`config.mk`:
```
export PLATFORM = sky130hd
export DESIGN_NAME = due_time_request_scheduler
export DESIGN_NICKNAME = d
export VERILOG_FILES = /design/src/rtl/core/dtrs_pkg.sv /design/src/rtl/core/due_time_request_scheduler.sv
export VERILOG_INCLUDE_DIRS = /design/src /design/src/rtl/core
export SDC_FILE = /design/constraint.sdc
export NUM_CORES = 1
export LEC_CHECK = 0
export BUFFER_PORTS_ARGS = -buffer_cell sky130_fd_sc_hd__buf_2
export CAP_MARGIN = 15
export CORE_MARGIN = 2
export CORE_UTILIZATION = 40
export DETAILED_ROUTE_END_ITERATION = 12
export HOLD_SLACK_MARGIN = 0.08
export SLEW_MARGIN = 20
export SYNTH_ARGS = -nofsm -noshare
export SYNTH_HDL_FRONTEND = slang
export SYNTH_SLANG_ARGS = --single-unit
```
`constraint.sdc`:
```
create_clock -name clock -period 13.4 [get_ports clock]
set_input_delay 1.34 -clock clock [delete_from_list [all_inputs] [get_ports clock]]
set_output_delay 1.34 -clock clock [all_outputs]
set_load 0.05 [all_outputs]
```
`src/rtl/core/due_time_request_scheduler_defines.svh`:
```
// assertion macros for the due time request scheduler
// no dependencies; bodies expect clock and reset in scope
`ifndef DUE_TIME_REQUEST_SCHEDULER_DEFINES_SVH
`define DUE_TIME_REQUEST_SCHEDULER_DEFINES_SVH
`ifndef NO_ASSERTIONS
`define DTRS_ASSERT(label, prop) \
   label: assert property (@(posedge clock) disable iff (reset) prop) \
      else $error("assertion failed");
`define DTRS_ASSERT_IMPL(label, ante, cons) \
   label: assert property (@(posedge clock) disable iff (reset) (ante) |-> (cons)) \
      else $error("assertion failed");
`else
`define DTRS_ASSERT(label, prop)
`define DTRS_ASSERT_IMPL(label, ante, cons)
`endif
`endif

```
`src/rtl/core/dtrs_pkg.sv`:
```
// types and constants for the due time request scheduler
// no dependencies
`timescale 1ns / 1ps
package dtrs_pkg;

   localparam int SLOTS     = 8;
   localparam int ID_BITS   = 16;
   localparam int TIME_BITS = 48;
   localparam int SEQ_BITS  = 32;
   localparam int IDX_BITS  = (SLOTS > 1) ? $clog2(SLOTS) : 1;

   typedef enum logic [1:0] {
      OP_ENQUEUE = 2'd0,
      OP_TAKE    = 2'd1,
      OP_CLEAR   = 2'd2,
      OP_NONE    = 2'd3
   } op_type;

   typedef enum logic [1:0] {
      ST_IDLE,
      ST_PICK,
      ST_APPLY,
      ST_STATUS
   } state_type;

   typedef struct packed {
      op_type                 op;
      logic [ID_BITS-1:0]     tone_id;
      logic [TIME_BITS-1:0]   due_time;
      logic [TIME_BITS-1:0]   now_time;
   } req_type;

   typedef struct packed {
      logic                   ok;
      logic [ID_BITS-1:0]     sound_out;
      logic                   evicted;
      logic [TIME_BITS-1:0]   late_by;
      logic                   any_active;
      logic                   any_due;
   } rsp_type;

endpackage

```
`src/rtl/core/due_time_request_scheduler.sv`:
```
// due time request scheduler: table of timed requests with a slot-serial scan
// depends on dtrs_pkg and due_time_request_scheduler_defines.svh
//
// usage:
//   a transaction is taken when start is high and busy is low; req_data carries
//   op, tone_id, due_time and now_time. busy stays high until the result.
//   each transaction gives one result on rsp_data, marked by rsp_valid for one
//   cycle; the receiver cannot stall it and must take it in that cycle.
// sequencing:
//   one compare unit walks the table one slot a cycle. enqueue and take run a
//   pick pass (enqueue stops at the first free slot), an update step, and a
//   due status pass over every slot. clear, OP_NONE and zero-id enqueues skip
//   the pick pass. busy drops in the cycle that rsp_valid is high, so the next
//   transaction can be taken then.
// reset:
//   synchronous reset empties the table, zeroes the sequence counter and
//   returns to idle; no clearing pass is needed.
`timescale 1ns / 1ps
`include "due_time_request_scheduler_defines.svh"
module due_time_request_scheduler (
   input  logic              clock,
   input  logic              reset,
   input  logic              start,
   output logic              busy,
   input  dtrs_pkg::req_type req_data,
   output logic              rsp_valid,
   output dtrs_pkg::rsp_type rsp_data
);
   import dtrs_pkg::*;

   localparam logic [IDX_BITS-1:0] LAST_IDX = IDX_BITS'(SLOTS - 1);

   state_type              state_ff, state_in;
   req_type                req_ff, req_in;
   rsp_type                rsp_ff, rsp_in;
   logic                   rsp_valid_ff, rsp_valid_in;
   logic [IDX_BITS-1:0]    idx_ff, idx_in;
   logic [IDX_BITS-1:0]    sel_idx_ff, sel_idx_in;
   logic [TIME_BITS-1:0]   sel_due_ff, sel_due_in;
   logic [SEQ_BITS-1:0]    sel_seq_ff, sel_seq_in;
   logic                   sel_found_ff, sel_found_in;
   logic                   due_acc_ff, due_acc_in;
   logic [SEQ_BITS-1:0]    seq_ff, seq_in;
   logic [SLOTS-1:0]       valid_ff, valid_in;

   logic [TIME_BITS-1:0]   entry_due_ff   [SLOTS];
   logic [SEQ_BITS-1:0]    entry_seq_ff   [SLOTS];
   logic [ID_BITS-1:0]     entry_sound_ff [SLOTS];

   logic                   wr_en;
   logic [IDX_BITS-1:0]    wr_idx;
   logic [SEQ_BITS-1:0]    seq_next;

   // shared compare unit on the slot under the scan pointer
   logic [TIME_BITS-1:0]   cur_due;
   logic [SEQ_BITS-1:0]    cur_seq;
   logic                   cur_valid;
   logic                   le_now, due_lt, due_eq, seq_lt, seq_gt;

   assign cur_due   = entry_due_ff[idx_ff];
   assign cur_seq   = entry_seq_ff[idx_ff];
   assign cur_valid = valid_ff[idx_ff];
   assign le_now    = cur_due <= req_ff.now_time;
   assign due_lt    = cur_due < sel_due_ff;
   assign due_eq    = cur_due == sel_due_ff;
   assign seq_lt    = cur_seq < sel_seq_ff;
   assign seq_gt    = cur_seq > sel_seq_ff;

   assign seq_next  = (seq_ff == '1) ? SEQ_BITS'(1) : seq_ff + SEQ_BITS'(1);

   assign busy      = state_ff != ST_IDLE;
   assign rsp_valid = rsp_valid_ff;
   assign rsp_data  = rsp_ff;

   always_ff @(posedge clock) begin
      if (reset) begin
         state_ff     <= ST_IDLE;
         rsp_valid_ff <= 1'b0;
         valid_ff     <= '0;
         seq_ff       <= '0;
         sel_found_ff <= 1'b0;
         due_acc_ff   <= 1'b0;
         idx_ff       <= '0;
      end else begin
         state_ff     <= state_in;
         rsp_valid_ff <= rsp_valid_in;
         valid_ff     <= valid_in;
         seq_ff       <= seq_in;
         sel_found_ff <= sel_found_in;
         due_acc_ff   <= due_acc_in;
         idx_ff       <= idx_in;
      end
   end

   always_ff @(posedge clock) begin
      req_ff     <= req_in;
      rsp_ff     <= rsp_in;
      sel_idx_ff <= sel_idx_in;
      sel_due_ff <= sel_due_in;
      sel_seq_ff <= sel_seq_in;
      if (wr_en) begin
         entry_due_ff[wr_idx]   <= req_ff.due_time;
         entry_seq_ff[wr_idx]   <= seq_next;
         entry_sound_ff[wr_idx] <= req_ff.tone_id;
      end
   end

   always_comb begin
      state_in     = state_ff;
      req_in       = req_ff;
      rsp_in       = rsp_ff;
      rsp_valid_in = 1'b0;
      idx_in       = idx_ff;
      sel_idx_in   = sel_idx_ff;
      sel_due_in   = sel_due_ff;
      sel_seq_in   = sel_seq_ff;
      sel_found_in = sel_found_ff;
      due_acc_in   = due_acc_ff;
      seq_in       = seq_ff;
      valid_in     = valid_ff;
      wr_en        = 1'b0;
      wr_idx       = sel_idx_ff;
      case (state_ff)
         ST_IDLE: begin
            if (start) begin
               req_in       = req_data;
               rsp_in       = '0;
               idx_in       = '0;
               sel_found_in = 1'b0;
               due_acc_in   = 1'b0;
               if (req_data.op == OP_TAKE ||
                   (req_data.op == OP_ENQUEUE && req_data.tone_id != '0)) begin
                  state_in = ST_PICK;
               end else begin
                  state_in = ST_APPLY;
               end
            end
         end
         ST_PICK: begin
            idx_in = idx_ff + IDX_BITS'(1);
            if (idx_ff == LAST_IDX) begin
               state_in = ST_APPLY;
            end
            if (req_ff.op == OP_ENQUEUE) begin
               if (!cur_valid) begin
                  sel_idx_in   = idx_ff;
                  sel_found_in = 1'b1;
                  state_in     = ST_APPLY;
               end else if (!sel_found_ff || (!due_lt && !due_eq) || (due_eq && seq_gt)) begin
                  sel_idx_in   = idx_ff;
                  sel_due_in   = cur_due;
                  sel_seq_in   = cur_seq;
                  sel_found_in = 1'b1;
               end
            end else if (cur_valid && le_now &&
                         (!sel_found_ff || due_lt || (due_eq && seq_lt))) begin
               sel_idx_in   = idx_ff;
               sel_due_in   = cur_due;
               sel_seq_in   = cur_seq;
               sel_found_in = 1'b1;
            end
         end
         ST_APPLY: begin
            idx_in   = '0;
            state_in = ST_STATUS;
            case (req_ff.op)
               OP_ENQUEUE: begin
                  if (req_ff.tone_id != '0) begin
                     if (valid_ff[sel_idx_ff]) begin
                        rsp_in.sound_out = entry_sound_ff[sel_idx_ff];
                        rsp_in.evicted   = 1'b1;
                     end
                     rsp_in.ok            = 1'b1;
                     wr_en                = 1'b1;
                     seq_in               = seq_next;
                     valid_in[sel_idx_ff] = 1'b1;
                  end
               end
               OP_TAKE: begin
                  if (sel_found_ff) begin
                     rsp_in.ok            = 1'b1;
                     rsp_in.sound_out     = entry_sound_ff[sel_idx_ff];
                     rsp_in.late_by       = req_ff.now_time - sel_due_ff;
                     valid_in[sel_idx_ff] = 1'b0;
                  end
               end
               OP_CLEAR: begin
                  valid_in = '0;
               end
               default: begin
               end
            endcase
         end
         ST_STATUS: begin
            if (idx_ff == LAST_IDX) begin
               rsp_in.any_due    = due_acc_ff | (cur_valid & le_now);
               rsp_in.any_active = |valid_ff;
               rsp_valid_in      = 1'b1;
               state_in          = ST_IDLE;
            end else begin
               idx_in     = idx_ff + IDX_BITS'(1);
               due_acc_in = due_acc_ff | (cur_valid & le_now);
            end
         end
         default: begin
            state_in = ST_IDLE;
         end
      endcase
   end

   `DTRS_ASSERT_IMPL(a_rsp_in_idle, rsp_valid_ff, state_ff == ST_IDLE)
   `DTRS_ASSERT(a_accept_busy, (start && !busy) |=> busy)
   `DTRS_ASSERT_IMPL(a_evict_ok, rsp_valid_ff && rsp_ff.evicted, rsp_ff.ok)
   `DTRS_ASSERT_IMPL(a_due_active, rsp_valid_ff && rsp_ff.any_due, rsp_ff.any_active)
   `DTRS_ASSERT(a_seq_nonzero, valid_ff == '0 || seq_ff != '0)

endmodule
```
==> flow_summary.toml <==
[routing]
ant_nets = 0
wl_per_cell_um = 23.1
dr.first_iter.drc_count = 1893
via_count = 24700
vias_per_cell = 5.40
drt_pass1_iterations = 5
drc = 0
totalWireLength_um = 106000

[yosys]
yosysSeqAreaShare_pct = 69.6
synth_compound_area_share_pct = 4.67
synth_seq_cells = 1087
synth-edff-count = 1033
synth_fa_ha_area_share_pct = 4.95
synth_area_mm2 = 0.0461
synthCells = 2742
synth_top_family_by_area = "multiplexers"
synth_xor_area_share_pct = 1.40
synth-async-reset-ratio_pct = 0
synthFlopType = "edfxtp_1"
avgSynthCellArea_um2 = 16.8
muxShareOfSynthArea_pct = 12.0
syn-num-nets = 3041
ys_types = 76
synth-simple-area-share_pct = 5.26
synth_warnings = 0

[placement]
routabilityCongestion = 0.853
hpwl_um = 65000
place_worst_setup_slack_ns = 6.34
io_buffers = 186
place_inst = 4370

[die]
die_h_um = 344
initial_core_util_pct = 40.3
core_mm2 = 0.114
die_w_um = 344
num_rows = 124
io_pins = 187
dieArea_mm2 = 0.118

[timing]
setup_viol = 0
timing.final.crit_share_pct = 52.6
tightest_slew_ns = 1.13
drv_slew = 0
finalHoldViolCount = 0
slew_headroom_pct = 24.2
finalClockSkew_ns = 0.0525
clock.fmax_mhz = 142
finalSetupTns_ns = 0
fin_crit_ns = 7.05
setup_slack_ns = 6.35
rsz0062_at_grt = "no"

[critical_path]
cp-endpoint = "sel_due_ff[26]$_DFFE_PP_"
crit_type = "register to register"
r2r-end = "sel_due_ff[26]$_DFFE_PP_"
cp_cell_sequence = "buf_4, mux4_2, mux2_2, ha_1, nand4_1, nor4_1, buf_4, nand2_1, nor2_1, nand2_1, o21ai_0, a2bb2oi_1, and3_4, buf_4"
crit_path_frequent_cell = "buf_4"
r2r_cells = 14
cp-start-kind = "register"
slowest_delay_ns = 0.87
worstPathArrival_ns = 7.36
cp.depth = 14
path_delay_family = "simple AND/OR/NAND/NOR gates"
rrSetupSlack_ns = 6.35
cp_max_fo = 42
cp-end-kind = "register"
worstPathRequired_ns = 13.71
crit_buf_inv = 3
worst_path_max_delay_cell = "o21ai_0"

[cts]
postCtsSetupBuffers = 0
clock_latency_ns = 0.72
cts_max_path_buffers = 3
htreeDepth = 3
cts_tree = "yes"
cts_sinks = 1087
post_cts_resized = 0
postCtsHoldBufs = 0
cts_buffers = 112
path_clk_slew_ns = 0.07
clock-root-buffer = "clkbuf_16"

[layout]
nNetsFinal = 3271
fin_cells = 4579
syn2layout_area_growth_pct = 14.0
drive_gt1_share_pct = 22.6
fin_util_pct = 46.0
n_fill_cell = 9691
antenna_cells = 0

[pwr]
p_leak_nw = 18.3
p_comb_share_pct = 9.9
p_per_area_mw_per_mm2 = 148
ir_drop_mv = 0.113
p_switching_mw = 1.88
seqPwrFrac_pct = 50.3
internal-power_mw = 5.91
switching_share_pct = 24.1
p_clk_share_pct = 39.8
total_power_mw = 7.79

[job]
drv_cap = 0

[global_route]
grt_use_total_pct = 18.0
grt_max_degree = 143
grt_overflow = 0
grt_pass1_wl_um = 160000
grt_pass1_vias = 25900
antenna_found_initial = 2

[outcome]
status = "finished, final reports clean"

[worst_hold_path]
min-delay-start = "due_acc_ff$_SDFFE_PP0P_"
min_path_type = "register to register"
==> power groups by stage <==
| stage | Combinational, mW | Clock (mW) | Sequential [mW] |
|---|---|---|---|
| after floorplan | 0.489 | 0 | 4.04 |
| after global placement | 0.765 | 0 | 3.98 |
| after detailed placement | 0.777 | 0 | 3.99 |
| after CTS | 0.782 | 3.17 | 3.92 |
| after global routing | 0.848 | 3.30 | 3.93 |
| final | 0.773 | 3.10 | 3.92 |
==> per-layer routing <==
metal	vias up	GRT usage (%)	share of wire [%]
li1	11200	-	-
met1	12700	24.7	44
met2	697	29.7	48
met3	168	2.75	5.4
met4	2	5.01	2.4
met5	-	0	0.012
==> cells by family after synthesis <==
kind of cell	count (synthesis)
flip-flops	1087
XOR/XNOR	74
adder cells (fa/ha/maj)	182
multiplexers	300
buffers and inverters	254
AND/OR/NAND/NOR	498
AO/OA/AOI/OAI	347
==> cell usage after synthesis (6+ instances only) <==
master,instances,area share [%]
a211oi_1,12,0.20
nand4_1,33,0.45
mux2_2,82,2.0
edfxtp_1,1033,67
or3_1,8,0.11
and3_1,18,0.24
a21o_1,48,0.78
clkbuf_1,64,0.52
o21ai_0,50,0.54
ha_1,181,4.9
nor2b_1,22,0.30
xnor2_1,27,0.51
dfxtp_1,54,2.3
mux2i_1,24,0.52
nand2b_1,14,0.19
a21oi_1,133,1.4
o21ai_1,18,0.20
and4_1,8,0.15
mux4_2,194,9.5
buf_4,7,0.11
nand2_1,115,0.94
nand3_1,39,0.42
nor2_1,166,1.4
a31oi_1,7,0.095
and2_1,6,0.081
or2_2,7,0.095
xor2_1,47,0.89
inv_1,153,1.2
o21a_1,11,0.18
nor4_1,16,0.22
nor3_1,25,0.27
o21bai_1,10,0.16
o211ai_1,13,0.21
buf_1,26,0.21
==> layout make-up <==
type / count / area (µm²) / share of cell area, %
clock buffers: 137 / 2900 / 5.51
clock inverters: 72 / 793 / 1.51
inverters: 153 / 579 / 1.10
multi-input cells: 1401 / 13100 / 24.9
flip-flops and latches: 1087 / 32100 / 61.1
well taps: 1512 / 1890 / 3.60
repair buffers: 217 / 1190 / 2.26
==> layout by cell type (no fill, tap or decap), types with 29 or more instances in the layout <==
| master | count |
|---|---|
| inv_1 | 152 |
| nand4_1 | 33 |
| a21oi_1 | 133 |
| nand2_1 | 115 |
| ha_1 | 181 |
| buf_4 | 29 |
| xor2_1 | 47 |
| edfxtp_1 | 1033 |
| mux4_2 | 194 |
| o21ai_0 | 49 |
| buf_2 | 186 |
| nand3_1 | 39 |
| dfxtp_1 | 49 |
| a21o_1 | 48 |
| mux2_2 | 82 |
| nor2_1 | 162 |
| clkbuf_16 | 112 |
==> worst register-to-register path: stages (launching register included) <==
cell       delay [ns]
dfxtp_4          0.81
buf_4            0.75
mux4_2           0.61
mux2_2           0.32
ha_1             0.33
nand4_1          0.12
nor4_1           0.65
buf_4            0.23
nand2_1          0.07
nor2_1           0.20
nand2_1          0.08
o21ai_0          0.87
a2bb2oi_1        0.28
and3_4           0.63
buf_4            0.67
==> registers in the layout, summed over array words and instances, names as in the netlist, 2 cells and up, named ones only <==
register        count
valid_ff            8
entry_seq_ff      256
rsp_data           68
state_ff            2
sel_due_ff         48
entry_due_ff      384
sel_seq_ff         32
req_ff            114
entry_sound_ff    128
sel_idx_ff          3
seq_ff             32
idx_ff              3
==> through the flow <==
step	hold WS [ns]	area, µm²
2_1_floorplan	0.431	46100
3_3_place_gp	0.482	48900
3_5_place_dp	0.479	48900
4_1_cts	0.489	52600
5_1_grt	0.527	52600
6_report	0.490	52600
==> worst min path at each step <==
stage | to | slack [ns] | depth (start not counted)
after floorplan | sel_idx_ff[0]$_DFFE_PP_ | 0.43 | 0
after global placement | due_acc_ff$_SDFFE_PP0P_ | 0.48 | 2
after detailed placement | due_acc_ff$_SDFFE_PP0P_ | 0.48 | 2
after CTS | due_acc_ff$_SDFFE_PP0P_ | 0.49 | 2
after global routing | seq_ff[9]$_SDFFE_PP0P_ | 0.53 | 2
final | due_acc_ff$_SDFFE_PP0P_ | 0.49 | 2
No activity file was read; power rests on OpenSTA's default activity.
